`src/design/bda_pkg.sv`:
```
// -----------------------------------------------------------------------------
// bda_pkg
// Shared types and constants for the button debounce / auto-repeat block.
// -----------------------------------------------------------------------------
package bda_pkg;

   // Field widths
   localparam int LEVEL_BITS = 4;   // pressed-level bits in one item
   localparam int TIME_W     = 32;  // millisecond timestamp
   localparam int CFG_W      = 16;  // time registers
   localparam int KEY_W      = 3;   // key_event code
   localparam int CSR_IDX_W  = 2;   // register index

   // Default number of buttons
   localparam int NUM_BUTTONS_DEF = 4;

   // Register indexes
   localparam logic [CSR_IDX_W-1:0] REG_DEBOUNCE    = 2'd0;
   localparam logic [CSR_IDX_W-1:0] REG_RPT_DELAY   = 2'd1;
   localparam logic [CSR_IDX_W-1:0] REG_RPT_INTERVAL = 2'd2;
   localparam logic [CSR_IDX_W-1:0] REG_RPT_ENABLE  = 2'd3;

   // Register reset values
   localparam logic [CFG_W-1:0]      DEBOUNCE_RST     = 16'd30;
   localparam logic [CFG_W-1:0]      RPT_DELAY_RST    = 16'd400;
   localparam logic [CFG_W-1:0]      RPT_INTERVAL_RST = 16'd80;
   localparam logic [LEVEL_BITS-1:0] RPT_ENABLE_RST   = 4'd3;

   // Key code meaning "no event"
   localparam logic [KEY_W-1:0] KEY_NONE = 3'd0;

   // Timing settings shared by all lanes
   typedef struct packed {
      logic [CFG_W-1:0] debounce_ms;
      logic [CFG_W-1:0] repeat_delay_ms;
      logic [CFG_W-1:0] repeat_interval_ms;
   } bda_cfg_type;

   // Per-lane status toward the merge stage
   typedef struct packed {
      logic fire;       // lane gives a press or repeat event on this item
      logic held_next;  // held mark after this item
   } bda_lane_stat_type;

endpackage

```
`src/design/bda_lane.sv`:
```
// -----------------------------------------------------------------------------
// bda_lane
// One button: settle timer, held mark and repeat timers. Evaluates the item
// in parallel with the other lanes and updates only when commit is high.
// -----------------------------------------------------------------------------
module bda_lane (
   input  logic                         clock,
   input  logic                         reset,
   input  bda_pkg::bda_cfg_type         cfg,
   input  logic                         rpt_en,
   input  logic                         level,
   input  logic [bda_pkg::TIME_W-1:0]   now_ms,
   input  logic                         commit,
   output bda_pkg::bda_lane_stat_type   stat
);
   import bda_pkg::*;

   logic              last_level_ff, last_level_in;
   logic              held_ff, held_in;
   logic [TIME_W-1:0] change_time_ff, change_time_in;
   logic [TIME_W-1:0] press_time_ff, press_time_in;
   logic [TIME_W-1:0] rpt_time_ff, rpt_time_in;

   logic              changed, settled, stable_ok;
   logic              press_ev, release_ev, repeat_ev;
   logic [TIME_W-1:0] since_change, since_press, since_rpt;

   // Elapsed times, wrapping modulo 2^32
   assign since_change = now_ms - change_time_ff;
   assign since_press  = now_ms - press_time_ff;
   assign since_rpt    = now_ms - rpt_time_ff;

   // Event decode
   assign changed    = (level != last_level_ff);
   assign settled    = (since_change >= {{(TIME_W-CFG_W){1'b0}}, cfg.debounce_ms});
   assign stable_ok  = !changed && settled;
   assign press_ev   = stable_ok && level && !held_ff;
   assign release_ev = stable_ok && !level && held_ff;
   assign repeat_ev  = stable_ok && level && held_ff && rpt_en
                    && (since_press > {{(TIME_W-CFG_W){1'b0}}, cfg.repeat_delay_ms})
                    && (since_rpt > {{(TIME_W-CFG_W){1'b0}}, cfg.repeat_interval_ms});

   // Next state, applied only for committed lanes
   always_comb begin
      last_level_in  = last_level_ff;
      held_in        = held_ff;
      change_time_in = change_time_ff;
      press_time_in  = press_time_ff;
      rpt_time_in    = rpt_time_ff;
      if (commit) begin
         if (changed) begin
            last_level_in  = level;
            change_time_in = now_ms;
         end
         if (press_ev) begin
            held_in       = 1'b1;
            press_time_in = now_ms;
            rpt_time_in   = now_ms;
         end
         if (release_ev) begin
            held_in = 1'b0;
         end
         if (repeat_ev) begin
            rpt_time_in = now_ms;
         end
      end
   end

   always_ff @(posedge clock) begin
      if (reset) begin
         last_level_ff  <= 1'b0;
         held_ff        <= 1'b0;
         change_time_ff <= '0;
         press_time_ff  <= '0;
         rpt_time_ff    <= '0;
      end else begin
         last_level_ff  <= last_level_in;
         held_ff        <= held_in;
         change_time_ff <= change_time_in;
         press_time_ff  <= press_time_in;
         rpt_time_ff    <= rpt_time_in;
      end
   end

   assign stat.fire      = press_ev || repeat_ev;
   assign stat.held_next = held_in;

endmodule

```
`src/design/bda_merge.sv`:
```
// -----------------------------------------------------------------------------
// bda_merge
// Priority merge of the lanes: the first firing lane gives the key, lanes
// after it are not sampled on this item, and the held marks are ORed.
// -----------------------------------------------------------------------------
module bda_merge #(
   parameter int NUM_BUTTONS = bda_pkg::NUM_BUTTONS_DEF
) (
   input  logic                       accept,
   input  bda_pkg::bda_lane_stat_type stat [NUM_BUTTONS],
   output logic [NUM_BUTTONS-1:0]     commit,
   output logic [bda_pkg::KEY_W-1:0]  key_event,
   output logic                       any_held
);
   import bda_pkg::*;

   logic [NUM_BUTTONS:0] fired_before;

   // Lane i is sampled when no earlier lane fired
   always_comb begin
      fired_before[0] = 1'b0;
      for (int i = 0; i < NUM_BUTTONS; i++) begin
         fired_before[i+1] = fired_before[i] || stat[i].fire;
         commit[i]         = accept && !fired_before[i];
      end
   end

   // Key of the first firing lane, masked to the field width
   always_comb begin
      key_event = KEY_NONE;
      for (int i = NUM_BUTTONS - 1; i >= 0; i--) begin
         if (stat[i].fire) begin
            key_event = KEY_W'(i + 1);
         end
      end
   end

   // Held flag after this item's updates
   always_comb begin
      any_held = 1'b0;
      for (int i = 0; i < NUM_BUTTONS; i++) begin
         any_held = any_held || stat[i].held_next;
      end
   end

endmodule

```
`src/design/button_debounce_autorepeat.sv`:
```
// -----------------------------------------------------------------------------
// button_debounce_autorepeat
// Debounce of up to four buttons with press and auto-repeat events.
//
//   Channel | Handshake          | Payload
//   --------+--------------------+-----------------------------------------
//   req     | req_valid/req_stall| req_pressed_levels[3:0], req_now_ms[31:0]
//   rsp     | rsp_valid/rsp_stall| rsp_key_event[2:0], rsp_any_held
//   csr     | csr_valid/csr_ready| csr_index[1:0], csr_wdata[15:0]
//
// One item per cycle while req_stall is low; rsp outputs are registered.
// All button lanes evaluate the item at once and a priority merge decides
// which lanes update; the lane state is written in the accepting cycle.
// A two-entry output buffer (output register plus skid) lets req keep
// flowing while one result waits; req_stall rises only when both are full.
// Reset (synchronous) clears lane state, buffers and registers to defaults.
// -----------------------------------------------------------------------------
module button_debounce_autorepeat #(
   parameter int NUM_BUTTONS = bda_pkg::NUM_BUTTONS_DEF
) (
   input  logic                              clock,
   input  logic                              reset,
   // item input
   input  logic                              req_valid,
   output logic                              req_stall,
   input  logic [bda_pkg::LEVEL_BITS-1:0]    req_pressed_levels,
   input  logic [bda_pkg::TIME_W-1:0]        req_now_ms,
   // result output
   output logic                              rsp_valid,
   input  logic                              rsp_stall,
   output logic [bda_pkg::KEY_W-1:0]         rsp_key_event,
   output logic                              rsp_any_held,
   // register writes
   input  logic                              csr_valid,
   output logic                              csr_ready,
   input  logic [bda_pkg::CSR_IDX_W-1:0]     csr_index,
   input  logic [bda_pkg::CFG_W-1:0]         csr_wdata
);
   import bda_pkg::*;

   // Configuration registers
   bda_cfg_type           cfg_ff;
   logic [LEVEL_BITS-1:0] rpt_mask_ff;

   assign csr_ready = 1'b1;

   always_ff @(posedge clock) begin
      if (reset) begin
         cfg_ff.debounce_ms        <= DEBOUNCE_RST;
         cfg_ff.repeat_delay_ms    <= RPT_DELAY_RST;
         cfg_ff.repeat_interval_ms <= RPT_INTERVAL_RST;
         rpt_mask_ff               <= RPT_ENABLE_RST;
      end else if (csr_valid && csr_ready) begin
         unique case (csr_index)
            REG_DEBOUNCE:     cfg_ff.debounce_ms        <= csr_wdata;
            REG_RPT_DELAY:    cfg_ff.repeat_delay_ms    <= csr_wdata;
            REG_RPT_INTERVAL: cfg_ff.repeat_interval_ms <= csr_wdata;
            REG_RPT_ENABLE:   rpt_mask_ff               <= csr_wdata[LEVEL_BITS-1:0];
            default:          ;
         endcase
      end
   end

   // Input handshake
   logic skid_valid_ff, skid_valid_in;
   logic accept;

   assign req_stall = skid_valid_ff;
   assign accept    = req_valid && !req_stall;

   // Button lanes
   bda_lane_stat_type      stat [NUM_BUTTONS];
   logic [NUM_BUTTONS-1:0] commit;
   logic [KEY_W-1:0]       key_event;
   logic                   any_held;

   for (genvar g = 0; g < NUM_BUTTONS; g++) begin : g_lane
      logic lane_level, lane_en;
      if (g < LEVEL_BITS) begin : g_pin
         assign lane_level = req_pressed_levels[g];
         assign lane_en    = rpt_mask_ff[g];
      end else begin : g_nopin
         assign lane_level = 1'b0;
         assign lane_en    = 1'b0;
      end

      bda_lane u_lane (
         .clock  (clock),
         .reset  (reset),
         .cfg    (cfg_ff),
         .rpt_en (lane_en),
         .level  (lane_level),
         .now_ms (req_now_ms),
         .commit (commit[g]),
         .stat   (stat[g])
      );
   end

   // Merge stage
   bda_merge #(
      .NUM_BUTTONS (NUM_BUTTONS)
   ) u_merge (
      .accept    (accept),
      .stat      (stat),
      .commit    (commit),
      .key_event (key_event),
      .any_held  (any_held)
   );

   // Output register and skid entry
   logic             out_valid_ff, out_valid_in;
   logic [KEY_W-1:0] out_key_ff, out_key_in;
   logic             out_held_ff, out_held_in;
   logic [KEY_W-1:0] skid_key_ff, skid_key_in;
   logic             skid_held_ff, skid_held_in;
   logic             out_take;

   assign out_take = out_valid_ff && !rsp_stall;

   always_comb begin
      out_valid_in  = out_valid_ff && !out_take;
      out_key_in    = out_key_ff;
      out_held_in   = out_held_ff;
      skid_valid_in = skid_valid_ff;
      skid_key_in   = skid_key_ff;
      skid_held_in  = skid_held_ff;
      if (skid_valid_ff) begin
         // drain skid into the output register
         if (out_take) begin
            out_valid_in  = 1'b1;
            out_key_in    = skid_key_ff;
            out_held_in   = skid_held_ff;
            skid_valid_in = 1'b0;
         end
      end else if (accept) begin
         if (!out_valid_ff || out_take) begin
            out_valid_in = 1'b1;
            out_key_in   = key_event;
            out_held_in  = any_held;
         end else begin
            skid_valid_in = 1'b1;
            skid_key_in   = key_event;
            skid_held_in  = any_held;
         end
      end
   end

   always_ff @(posedge clock) begin
      if (reset) begin
         out_valid_ff  <= 1'b0;
         skid_valid_ff <= 1'b0;
      end else begin
         out_valid_ff  <= out_valid_in;
         skid_valid_ff <= skid_valid_in;
      end
   end

   always_ff @(posedge clock) begin
      out_key_ff   <= out_key_in;
      out_held_ff  <= out_held_in;
      skid_key_ff  <= skid_key_in;
      skid_held_ff <= skid_held_in;
   end

   assign rsp_valid     = out_valid_ff;
   assign rsp_key_event = out_key_ff;
   assign rsp_any_held  = out_held_ff;

endmodule

```
`config.mk`:
```
export PLATFORM = sky130hd
export DESIGN_NAME = button_debounce_autorepeat
export DESIGN_NICKNAME = d
export VERILOG_FILES = /design/src/design/bda_pkg.sv /design/src/design/bda_lane.sv /design/src/design/bda_merge.sv /design/src/design/button_debounce_autorepeat.sv
export SDC_FILE = /design/constraint.sdc
export NUM_CORES = 2
export LEC_CHECK = 0
export BUFFER_PORTS_ARGS = -buffer_cell sky130_fd_sc_hd__buf_2
export CAP_MARGIN = 20
export CORE_MARGIN = 2
export CORE_UTILIZATION = 25
export CTS_CLUSTER_SIZE = 10
export DETAILED_ROUTE_END_ITERATION = 12
export PLACE_DENSITY = 0.41
export SYNTH_ARGS = -nofsm -noshare
export SYNTH_HDL_FRONTEND = slang
export SYNTH_SLANG_ARGS = --single-unit
```
`constraint.sdc`:
```
create_clock -name clock -period 6.9 [get_ports clock]
set_clock_uncertainty 0.15 [all_clocks]
set_input_delay 1.38 -clock clock [delete_from_list [all_inputs] [get_ports clock]]
set_output_delay 1.38 -clock clock [all_outputs]
set_load 0.02 [all_outputs]
```
==> results.json <==
{
  "setup_viol": 0,
  "initialDrtViolationCount": 2518,
  "sequential_cell_area_sq_um": 9170,
  "final_nets": 6901,
  "hold_path.class": "reg -> reg",
  "post_route_cells_drive_above_1_share_pct": 13.7,
  "cell_internal_pwr_w": 0.00659,
  "reg2regPathDepth": 29,
  "r2r-end": "g_lane[2].u_lane.change_time_ff[7]$_SDFFE_PP0P_",
  "gr-total-overflow": 0,
  "layout_setup_ws_ns": 0.243,
  "power_per_cell_area_nw_per_um2": 186,
  "vias_in_the_first_global_route": 42786,
  "multi_input_comb_area_sq_um": 32200,
  "slowest_stage": "or4_1",
  "critical_path_arrival_ns": 7.01,
  "whs_path_depth": 2,
  "chipWidth_um": 424,
  "cts_buffers": 67,
  "mappedNetlistArea_sq_um": 44100,
  "numPortBuffers": 64,
  "r2r_setup_slack_ns": 0.90,
  "nFillCells": 19188,
  "leading_cell_type_in_the_layout_fill_and_taps_excluded": "nor2_1",
  "worst_r2r_startpoint": "g_lane[1].u_lane.rpt_time_ff[0]$_SDFFE_PP0P_",
  "critical_path.endpoint_type": "flip-flop",
  "finalHoldViolations": 0,
  "pre_cts_slack_ns": -0.823,
  "hold_fix_buffer_count_after_cts": 0,
  "synth_area_per_cell_sq_um": 7.60,
  "synth_cells": 5795,
  "drc": 0,
  "tightest_slew_ns": 1.01,
  "maximum_root_to_sink_buffer_count": 3,
  "floorplan.initialDensity_pct": 25.1,
  "power.static_leakage_nw": 21.7,
  "dr_total_vias": 43180,
  "final_core_util_pct": 30.8,
  "antenna_found_initial": 16,
  "dieHeight_um": 424,
  "net_switching_power_of_the_design_w": 0.00346,
  "timing.final.crit_period_ns": 6.66,
  "grt_max_degree": 154,
  "outcome": "finished, final reports clean",
  "grt_first_pass_wirelength_mm": 262,
  "power_frac_clock_pct": 38.4,
  "rsz0062_at_grt": "true",
  "clock_sink_count": 454,
  "fmaxAchievable_mhz": 150,
  "ys_async_sr_fraction_pct": 0,
  "weighted_congestion_at_the_end_of_routability_driven_global_placement": 0.898,
  "dp_hpwl_mm": 138,
  "synth.ff_latch_count": 454,
  "placementRows": 154,
  "critical_path.most_common_cell": "buf_12",
  "required_ns": 7.25,
  "cp_slowest_stage_delay_ns": 0.43,
  "startpoint_type": "input pin",
  "via_per_inst": 4.99,
  "yosys.cell_types.count": 91,
  "maxSlewHeadroom_pct": 32.2,
  "core_area_sq_um": 176000,
  "setup.worst_path.end": "g_lane[2].u_lane.change_time_ff[7]$_SDFFE_PP0P_",
  "placed_instance_count": 8517,
  "final_cell_count_no_fill": 8656,
  "die-area_sq_um": 180000,
  "synth_enable_flop_cells": 8,
  "grt_usage_pct": 19.0,
  "pwr-share-seq_pct": 27.6,
  "post-route-period-util_pct": 96.5,
  "detailedRoute.firstPassIterationCount": 5,
  "most-common-layout-cells": "nor2_1, ha_1, buf_4",
  "path_clk_slew_ns": 0.05,
  "wirelength_mm": 175,
  "flow.area_growth_from_synthesis_pct": 22.8,
  "worst_vdd_ir_v": 0.000167,
  "critical_path.startpoint": "req_now_ms[0]",
  "worst-setup-path-type": "in -> reg",
  "drtAntennaViolNets": 0,
  "synth_fp_nets": 6430,
  "max_cap_violations": 0,
  "power.share.combinational_pct": 34.0,
  "cts.htree.levels": 3,
  "cts_tree": "built",
  "p_sw_share_pct": 34.4,
  "ctsRootBufferMaster": "clkbuf_16",
  "synth_seq_area_share_pct": 20.8,
  "slew_viol_final": 0,
  "yosys_most_used_dff": "dfxtp_1",
  "critPathMaxFanout": 8,
  "io-pin-count": 66,
  "worstSkewPairLatency_ns": 0.66,
  "wl_per_cell_um": 20.2,
  "synthesis.yosys.warnings": 0
}
how the worst min path moves through the flow:
| stage | from | endpoint | slack, ns |
|---|---|---|---|
| floorplan | rpt_mask_ff[1]$_SDFFE_PP1P_ | rpt_mask_ff[1]$_SDFFE_PP1P_ | 0.28 |
| global placement | rpt_mask_ff[1]$_SDFFE_PP1P_ | rpt_mask_ff[1]$_SDFFE_PP1P_ | 0.29 |
| detailed placement | rpt_mask_ff[1]$_SDFFE_PP1P_ | rpt_mask_ff[1]$_SDFFE_PP1P_ | 0.29 |
| CTS | g_lane[0].u_lane.change_time_ff[23]$_SDFFE_PP0P_ | g_lane[0].u_lane.change_time_ff[23]$_SDFFE_PP0P_ | 0.30 |
| global route | cfg_ff[37]$_SDFFE_PP0P_ | cfg_ff[37]$_SDFFE_PP0P_ | 0.32 |
| finish | g_lane[0].u_lane.change_time_ff[18]$_SDFFE_PP0P_ | g_lane[0].u_lane.change_time_ff[18]$_SDFFE_PP0P_ | 0.30 |
layer usage:
metal / vias up / share of wire (%) / wire length, um / global-route usage, %
li1: 21692 / - / - / -
met1: 20641 / 46 / 80100 / 24.2
met2: 657 / 48 / 84600 / 33.7
met3: 190 / 2.8 / 4880 / 1.57
met4: 0 / 3.0 / 5190 / 5.88
met5: - / 0 / 0 / 0
Yosys cell counts (all sizes together) (15+ instances only):
master	number	area (sq um)
and3	25	156
nor4	44	290
inv	525	1970
buf	64	369
o2111ai	26	228
a211oi	58	440
nand3b	16	120
and4	22	193
o21bai	46	345
a31oi	48	300
a211o	24	210
clkbuf	191	717
nor2	579	2170
xor2	124	1090
xnor2	140	1230
or3	24	150
nand3	119	596
nand2b	115	719
ha	564	7060
nor3b	17	128
o21a	71	533
a2111oi	24	216
or2	15	93.8
o31ai	29	223
a21o	140	1050
mux2i	381	3810
o211ai	70	526
a221oi	19	173
nand4	112	701
nor3	102	538
nor2b	58	363
a21oi	542	2720
o21ai	276	1380
and2	25	156
dfxtp	446	8930
nand2	483	1810
area by class of cell:
cell class | instances | area share (%)
Inverter | 525 | 3.65
Clock inverter | 25 | 0.851
Clock buffer | 92 | 3.57
Timing Repair Buffer | 657 | 10.1
Tap cell | 2340 | 5.41
Multi-Input combinational cell | 4561 | 59.4
Sequential cell | 454 | 17.0
Antenna cell | 2 | 0.00925
flip-flops by register name, summed over array words and instances (netlist names):
register,flops
req_stall,1
skid_held_ff,1
g_lane.u_lane.change_time_ff,128
cfg_ff,48
g_lane.u_lane.press_time_ff,128
g_lane.u_lane.last_level_ff,4
rpt_mask_ff,4
skid_key_ff,3
g_lane.u_lane.rpt_time_ff,128
rsp_key_event,3
rsp_valid,1
rsp_any_held,1
g_lane.u_lane.held_ff,4
power by group through the flow:
stage / Combinational [W] / Clock [W] / Sequential (W)
6_report: 0.00342 / 0.00386 / 0.00277
5_1_grt: 0.00379 / 0.00408 / 0.00278
4_1_cts: 0.00340 / 0.00399 / 0.00277
3_5_place_dp: 0.00335 / 0 / 0.00283
3_3_place_gp: 0.00335 / 0 / 0.00283
2_1_floorplan: 0.00212 / 0 / 0.00281
critical path: cells and delay by family:
kind / cells / cell delay, ns
compound gates: 11 / 2.34
mux: 1 / 0.22
xor+xnor: 1 / 0.15
buf+inv: 8 / 0.93
fa+ha+maj: 3 / 0.79
simple gates: 7 / 1.15
through the flow:
step	TNS (ns)	area, sq um	hold WS [ns]	power [W]
floorplan	0	44100	0.280	0.00494
global placement	-188.66	51100	0.290	0.00618
detailed placement	-203.60	51100	0.295	0.00618
CTS	0	53700	0.304	0.0102
global route	-0.0420	54100	0.319	0.0107
finish	0	54100	0.301	0.0101
cells by family after synthesis:
kind of cell	share of synthesized area (%)
other	0.00851
buffers and inverters	6.94
XOR/XNOR	5.25
multiplexers	8.83
flip-flops	20.8
adder cells (fa/ha/maj)	16.6
AO/OA/AOI/OAI	22.3
AND/OR/NAND/NOR	19.3
repair_timing:
action                     4_1_cts  5_1_grt
resized for setup               19       69
setup endpoints to repair      153      226
gates cloned                     3        3
pin swaps                        8       48
hold endpoints to repair         0        0
setup buffers                    6        7
Power figures use the tool's default switching activity.
